## config.mk

```make
export PLATFORM = sky130hd
export DESIGN_NAME = mort_ctrl
export DESIGN_NICKNAME = d
export VERILOG_FILES = /design/src/design/mort_pkg.sv /design/src/design/mort_ctrl.sv
export SDC_FILE = /design/constraint.sdc
export NUM_CORES = 1
export LEC_CHECK = 0
export ABC_AREA = 1
export BUFFER_PORTS_ARGS = -buffer_cell sky130_fd_sc_hd__buf_2
export CAP_MARGIN = 20
export CORE_UTILIZATION = 45
export CTS_CLUSTER_DIAMETER = 150
export CTS_CLUSTER_SIZE = 20
export DETAILED_ROUTE_END_ITERATION = 10
export PLACE_DENSITY = 0.7
export SYNTH_ARGS = -nofsm -noshare
export SYNTH_HDL_FRONTEND = slang
export SYNTH_SLANG_ARGS = --single-unit
```

## constraint.sdc

```tcl
create_clock -name i_clk -period 2.1 [get_ports i_clk]
set_clock_uncertainty 0.1 [all_clocks]
set_input_delay 0.42 -clock i_clk [delete_from_list [all_inputs] [get_ports i_clk]]
set_output_delay 0.42 -clock i_clk [all_outputs]
set_load 0.02 [all_outputs]
```

## src/design/mort_pkg.sv

```systemverilog
// Shared types and constants for the multistage range offset translator.
// No dependencies; imported by every module of the block.
package mort_pkg;

    localparam int MAX_STAGES        = 8;
    localparam int WINDOWS_PER_STAGE = 64;
    localparam int VALUE_BITS        = 40;
    localparam int CFG_BITS          = 4;
    localparam int REQ_BITS          = 2;
    localparam int STAGE_BITS        = $clog2(MAX_STAGES);
    localparam int SLOT_BITS         = $clog2(WINDOWS_PER_STAGE);
    localparam int ADDR_BITS         = STAGE_BITS + SLOT_BITS;
    localparam int TABLE_DEPTH       = MAX_STAGES * WINDOWS_PER_STAGE;

    localparam logic [CFG_BITS-1:0]   STAGES_RESET = CFG_BITS'(MAX_STAGES);
    localparam logic [STAGE_BITS-1:0] STAGE_ZERO   = '0;
    localparam logic [SLOT_BITS-1:0]  SLOT_ZERO    = '0;
    localparam logic [SLOT_BITS-1:0]  SLOT_ONE     = SLOT_BITS'(1);
    localparam logic [SLOT_BITS-1:0]  SLOT_LAST    = SLOT_BITS'(WINDOWS_PER_STAGE - 1);
    localparam logic [ADDR_BITS-1:0]  ADDR_LAST    = ADDR_BITS'(TABLE_DEPTH - 1);
    localparam logic                  ONE_SLOT     = (WINDOWS_PER_STAGE == 1);

    typedef enum logic [REQ_BITS-1:0] {
        REQ_LOAD   = 2'd0,
        REQ_XLATE  = 2'd1,
        REQ_CLEAR  = 2'd2,
        REQ_UNUSED = 2'd3
    } t_req;

    // one table entry; delta is dest - source in two's complement
    typedef struct packed {
        logic                  valid;
        logic [VALUE_BITS-1:0] src;
        logic [VALUE_BITS:0]   win_end;
        logic [VALUE_BITS:0]   delta;
    } t_entry;

    typedef struct packed {
        logic                 wr_en;
        logic                 wr_clear;
        logic [ADDR_BITS-1:0] wr_addr;
        logic [ADDR_BITS-1:0] rd_addr;
        logic                 start;
        logic                 check;
        logic                 min_init;
        logic                 emit;
    } t_cmd;

    typedef struct packed {
        logic hit;
        logic out_free;
    } t_stat;

endpackage

```

## src/design/mort_ctrl.sv

```systemverilog
// Sequencer: table clear sweep, window loads, and the per-stage slot scan.
// Depends on mort_pkg; drives mort_dp through t_cmd, reads t_stat.
module mort_ctrl import mort_pkg::*; (
    input  logic                  i_clk,
    input  logic                  i_rst_n,
    input  logic                  i_cfg_we,
    input  logic [CFG_BITS-1:0]   i_cfg_wdata,
    input  logic                  i_in_valid,
    input  logic [REQ_BITS-1:0]   i_req_type,
    input  logic [STAGE_BITS-1:0] i_stage_index,
    input  logic [SLOT_BITS-1:0]  i_slot_index,
    output logic                  o_in_ready,
    input  t_stat                 i_stat,
    output t_cmd                  o_cmd
);

    typedef enum logic [3:0] {
        S_CLEAR = 4'b0001,
        S_IDLE  = 4'b0010,
        S_SCAN  = 4'b0100,
        S_EMIT  = 4'b1000
    } t_state;

    t_state                r_state, n_state;
    logic [CFG_BITS-1:0]   r_stages;
    logic [ADDR_BITS-1:0]  r_sweep, n_sweep;
    logic [STAGE_BITS-1:0] r_stage, n_stage;
    logic [SLOT_BITS-1:0]  r_slot, n_slot;
    logic                  r_pend_last, n_pend_last;

    logic [CFG_BITS-1:0]   stages_eff;
    logic [STAGE_BITS-1:0] last_stage;
    logic                  accept;
    logic                  load_ok;
    logic                  advance;

    assign stages_eff = (r_stages > STAGES_RESET) ? STAGES_RESET : r_stages;
    assign last_stage = STAGE_BITS'(stages_eff - CFG_BITS'(1));
    assign o_in_ready = (r_state == S_IDLE);
    assign accept     = i_in_valid && o_in_ready;
    assign load_ok    = (32'(i_stage_index) < MAX_STAGES) &&
                        (32'(i_slot_index) < WINDOWS_PER_STAGE);
    assign advance    = i_stat.hit || r_pend_last;

    always_comb begin
        n_state     = r_state;
        n_sweep     = r_sweep;
        n_stage     = r_stage;
        n_slot      = r_slot;
        n_pend_last = r_pend_last;
        o_cmd       = '0;
        unique case (r_state)
            S_CLEAR: begin
                o_cmd.wr_en    = 1'b1;
                o_cmd.wr_clear = 1'b1;
                o_cmd.wr_addr  = r_sweep;
                n_sweep        = r_sweep + ADDR_BITS'(1);
                if (r_sweep == ADDR_LAST) begin
                    n_state = S_IDLE;
                end
            end
            S_IDLE: begin
                if (accept) begin
                    unique case (t_req'(i_req_type))
                        REQ_LOAD: begin
                            o_cmd.wr_en   = load_ok;
                            o_cmd.wr_addr = {i_stage_index, i_slot_index};
                        end
                        REQ_XLATE: begin
                            o_cmd.start = 1'b1;
                            if (stages_eff == '0) begin
                                n_state = S_EMIT;
                            end else begin
                                // first window read goes out with the accept
                                o_cmd.rd_addr = {STAGE_ZERO, SLOT_ZERO};
                                n_stage       = STAGE_ZERO;
                                n_slot        = SLOT_ONE;
                                n_pend_last   = ONE_SLOT;
                                n_state       = S_SCAN;
                            end
                        end
                        REQ_CLEAR: begin
                            o_cmd.min_init = 1'b1;
                            n_sweep        = '0;
                            n_state        = S_CLEAR;
                        end
                        default: begin
                        end
                    endcase
                end
            end
            S_SCAN: begin
                o_cmd.check = 1'b1;
                if (advance) begin
                    if (r_stage == last_stage) begin
                        n_state = S_EMIT;
                    end else begin
                        // drop the read in flight, restart at slot 0 of next stage
                        n_stage       = r_stage + STAGE_BITS'(1);
                        o_cmd.rd_addr = {n_stage, SLOT_ZERO};
                        n_slot        = SLOT_ONE;
                        n_pend_last   = ONE_SLOT;
                    end
                end else begin
                    o_cmd.rd_addr = {r_stage, r_slot};
                    n_pend_last   = (r_slot == SLOT_LAST);
                    n_slot        = r_slot + SLOT_ONE;
                end
            end
            S_EMIT: begin
                if (i_stat.out_free) begin
                    o_cmd.emit = 1'b1;
                    n_state    = S_IDLE;
                end
            end
            default: begin
                n_state = S_CLEAR;
            end
        endcase
    end

    always_ff @(posedge i_clk) begin
        if (!i_rst_n) begin
            r_state     <= S_CLEAR;
            r_sweep     <= '0;
            r_stages    <= STAGES_RESET;
            r_stage     <= '0;
            r_slot      <= '0;
            r_pend_last <= 1'b0;
        end else begin
            r_state     <= n_state;
            r_sweep     <= n_sweep;
            r_stage     <= n_stage;
            r_slot      <= n_slot;
            r_pend_last <= n_pend_last;
            if (i_cfg_we) begin
                r_stages <= i_cfg_wdata;
            end
        end
    end

endmodule

```

[Yosys cells after proc, flatten, opt, wreduce, memory -nomap -nowiden]
Cells that the tools add are included.
Word-level totals
  flip-flop bits (word level): 27
  latch bits: 0
  memory bits (writable): 0
  ROM bits: 0
  input bits: 21
  output and inout port bits: 25
  memories kept: 0
Operators by class
  add/sub/neg operators: 4
  $mul: 0
  divide/modulo/power cells: 0
  $lt $le $gt $ge: 1
  equal/unequal tests: 20
  shift-type cells: 0
  multiplexer cells: 48
  bitwise operators: 0
  reductions and logical operators: 10
Operator list (count)
  one-hot mux 9 bit (2 select lines): 3
  2-to-1 mux 9 bit: 5
  2-to-1 mux 6 bit: 5
  2-to-1 mux 4 bit: 7
  2-to-1 mux 19 bit: 1
  2-to-1 mux 1 bit: 16
  one-hot mux 4 bit (4 select lines): 1
  2-to-1 mux 3 bit: 5
  inequality test 2 bit (second input constant): 6
  one-hot mux 6 bit (2 select lines): 1
  AND reduction 6 bit: 2
  adder 9 x 1 -> 9 bit (second input constant): 1
  equality test 9 bit (second input constant): 1
  one-hot mux 4 bit (2 select lines): 1
  adder 6 x 1 -> 6 bit (second input constant): 1
  equality test 6 bit (second input constant): 1
  inequality test 2 x 1 -> 1 bit (second input constant): 3
  one-hot mux 3 bit (2 select lines): 1
  AND reduction 5 bit: 1
  equality test 4 x 1 -> 1 bit (second input constant): 1
  equality test 4 x 2 -> 1 bit (second input constant): 1
  equality test 4 x 3 -> 1 bit (second input constant): 1
  equality test 4 bit (second input constant): 1
  > comparator 4 bit (second input constant): 1
  other kinds (14): 16

[Logic depth before layout (Yosys ltp)]
  word-level depth: 7
  gate-level depth with buffers: 13

[Worst setup path before layout]
Ideal clock, no wire load.
  path kind: reg2out
  start: reg r_state[0]
  end: out o_cmd[10] in the netlist's numbering
  arrival time: 1759 ps
  setup slack: -179 ps
  stages on the path, launching flop included: 9
  cell sequence: dfxtp_1 -> inv_2 -> nand2_2 -> nor3_4 -> nor2_2 -> nor3_2 -> buf_6 -> nand3_4 -> o22ai_1
RTL lines
  start, declared: RTL line mort_ctrl.sv:24  | t_state r_state, n_state;
  start signal, assigned: RTL line mort_ctrl.sv:131  | r_state <= n_state;
  end, declared: RTL line mort_ctrl.sv:14  | output t_cmd o_cmd

==> flow_summary.json <==
{
  "layout.cells.most_common_list": "56 x nand2_1, 38 x nor2_1, 36 x inv_1",
  "firstDrtPassIters": 4,
  "ff2ff_setup_slack_ns": 0.21,
  "drt_iter0_drc": 138,
  "post-route-util_pct": 68.6,
  "ir_drop_uv": 484,
  "ys_seq_elements": 27,
  "fin_crit_sh_pct": 107,
  "hold_end": "r_stages[3]",
  "wl_per_cell_microns": 12.5,
  "yosys_warnings": 0,
  "worst_slack_ns": -0.148,
  "clkPwrFrac_pct": 21.1,
  "maxSlewHeadroom_pct": 76.1,
  "grt_usage_pct": 24.2,
  "worstReg2RegEnd": "r_state[1]",
  "power_density_nw_per_um2": 555,
  "die_w_microns": 65.2,
  "drt_wl_total_microns": 5050,
  "critPathKind": "flop to output pin",
  "outcome": "finished with violations",
  "die_area_sq_um": 4250,
  "setup_viol": 6,
  "grt_pass1_wl_microns": 8160,
  "cp_common_cell": "buf_6",
  "h-tree-depth": 1,
  "diodes": 0,
  "gp_congestion": 0.913,
  "clkSinkCount": 27,
  "grt_max_degree": 15,
  "reg2reg_depth": 13,
  "critPathMaxFanout": 12,
  "crit_buf_inv": 3,
  "tns_ns": -0.473,
  "max_freq_mhz": 445,
  "cp.arrival_ns": 1.73,
  "syn_nets": 308,
  "switchingPower_uw": 532,
  "die_y_microns": 65.2,
  "cts_tree": "yes",
  "cts.path.max_buffers": 2,
  "numCtsBuffers": 3,
  "cp_top_family": "simple AND/OR/NAND/NOR gates",
  "startpoint_type": "flop",
  "synthCells": 283,
  "maxSlewViolCount": 0,
  "mostFrequentLayoutCell": "nand2_1",
  "power.internal_uw": 895,
  "place_area_sq_um": 2190,
  "ys_seq_area_share_pct": 30.1,
  "fin_nets": 382,
  "swShare_pct": 37.3,
  "period_minus_slack_ns": 2.25,
  "slowest_delay_ns": 0.34,
  "coreArea_sq_um": 3740,
  "worstHoldStart": "i_cfg_wdata[3]",
  "synth_top_flop_cell": "dfxtp_1",
  "place_hpwl_microns": 3550,
  "cap_violations": 0,
  "rsz0062_at_grt": "true",
  "violations": "setup timing",
  "cp.depth": 7,
  "clkTransAtPathRegs_ns": 0.10,
  "vias": 2114,
  "critical-path-slowest-cell": "dfxtp_2",
  "reg2reg_from": "r_sweep[0]",
  "drc_errors": 0,
  "drive_gt1_share_pct": 35.1,
  "cts-root-buf": "clkbuf_8",
  "fin_area_sq_um": 2570,
  "area_growth_pct": 43.0,
  "hold_path_class": "input pin to flop",
  "crit_path_cell_trace": "buf_6 > nor3_4 > nand2_1 > buf_6 > nand3_4 > o22ai_2 > buf_6",
  "fillerInstances": 327,
  "via_per_inst": 5.23,
  "finalHoldViolCount": 0,
  "syn_avg_cell_area_sq_um": 6.35,
  "combPwrFrac_pct": 37.4,
  "gr-total-overflow": 0,
  "antenna_found_initial": 0,
  "p_seq_share_pct": 41.5,
  "synth_edf_count": 0,
  "leakage_uw": 0.00117,
  "async_flop_share_pct": 0,
  "numPortBuffers": 45,
  "insertion_delay_ns": 0.27,
  "synth_area_sq_um": 1800,
  "start_util_pct": 48.0,
  "worstMarginPinSlew_ns": 0.357,
  "fin_hold_ws_ns": 0.266,
  "grt_pass1_vias": 1897,
  "required_ns": 1.58,
  "yosys.cell_types.count": 28,
  "cp-end-kind": "output pin",
  "drtAntennaViolNets": 0,
  "pre_cts_ws_ns": 0.0579,
  "min_delay_path_depth": 3,
  "rows": 22,
  "ios": 46
}
==> worst max-delay path by stage <==
stage                    start         to  slack [ns]
floorplan           r_state[0]   o_cmd[7]       -0.06
global placement    r_state[2]  o_cmd[12]        0.09
detailed placement  r_state[2]  o_cmd[12]        0.06
CTS                 r_state[1]  o_cmd[10]       -0.15
global route        r_state[0]  o_cmd[10]       -0.22
finish              r_state[3]  o_cmd[10]       -0.15
==> cells in the mapped netlist (2+ instances only) <==
cell      count  area share (%)
a21oi_1      14             3.9
a32o_1        2             1.1
clkbuf_1      2            0.42
clkinv_1      2            0.42
dfxtp_1      27              30
ha_1          4             2.8
inv_1        39             8.1
inv_2         5             1.0
nand2_1      61              13
nand2_2       3             1.0
nand2_4       2             1.3
nand3_1      29             8.1
nand4_1       9             3.1
nor2_1       44             9.2
nor3_1        2            0.56
nor3_4        4             3.6
nor4_1        2            0.70
o21ai_0      17             4.7
o22ai_1       3             1.0
xor2_1        4             1.9
==> layout make-up <==
type	count	area [sq um]	share of cell area, %
repair buffers	73	517	20.1
well taps	48	60.1	2.34
flip-flops and latches	27	554	21.6
multi-input cells	206	1220	47.3
clock buffers	4	45.0	1.75
inverters	46	178	6.91
==> per-stage QoR <==
stage                     power [uW]  std cells
after detailed placement        1040        386
after global placement          1040        386
after CTS                       1380        400
after floorplan                  897        283
final                           1430        404
after global routing            1520        404
==> state kept, by name (all words and copies together) (netlist names) <==
| signal | cells |
|---|---|
| r_pend_last | 1 |
| r_slot | 6 |
| r_stage | 3 |
| r_stages | 4 |
| r_state | 4 |
| r_sweep | 9 |
==> worst min-delay path: stages <==
cell     delay [ns]
buf_2          0.08
a21oi_1        0.05
o21ai_0        0.06
==> power groups by stage <==
stage	Sequential [uW]	Clock [uW]	Combinational (uW)
6_report	592	302	533
2_1_floorplan	594	0	303
5_1_grt	596	329	591
4_1_cts	581	307	488
3_3_place_gp	595	0	446
3_5_place_dp	598	0	447
==> logic make-up (layout without fill, tap and decap cells) <==
kind of cell | Yosys count | in the layout | share of synthesized area, %
and+or+nand+nor | 160 | 160 | 42.6
buffers and inverters | 50 | 123 | 10.9
AOI/OAI and AO/OA | 38 | 38 | 11.6
DFF | 27 | 27 | 30.1
adders and majority gates | 4 | 4 | 2.79
xor gates and xnor gates | 4 | 4 | 1.95
==> layer usage <==
metal | part of all wire [%] | up-vias | GRT usage, %
met5 | 0 | - | 0
met4 | 0.99 | 0 | 5.98
met3 | 3.7 | 6 | 3.30
met2 | 51 | 52 | 42.4
met1 | 44 | 990 | 30.9
li1 | - | 1066 | -
==> repair_timing <==
item                       in CTS  in global routing
setup endpoints to repair      15                 23
buffers inserted               10                  4
hold buffers                    0                  0
pin swaps                      11                  8
resized for setup              32                 44
gates cloned                    1                  0
(Power assumes the default switching activity.)
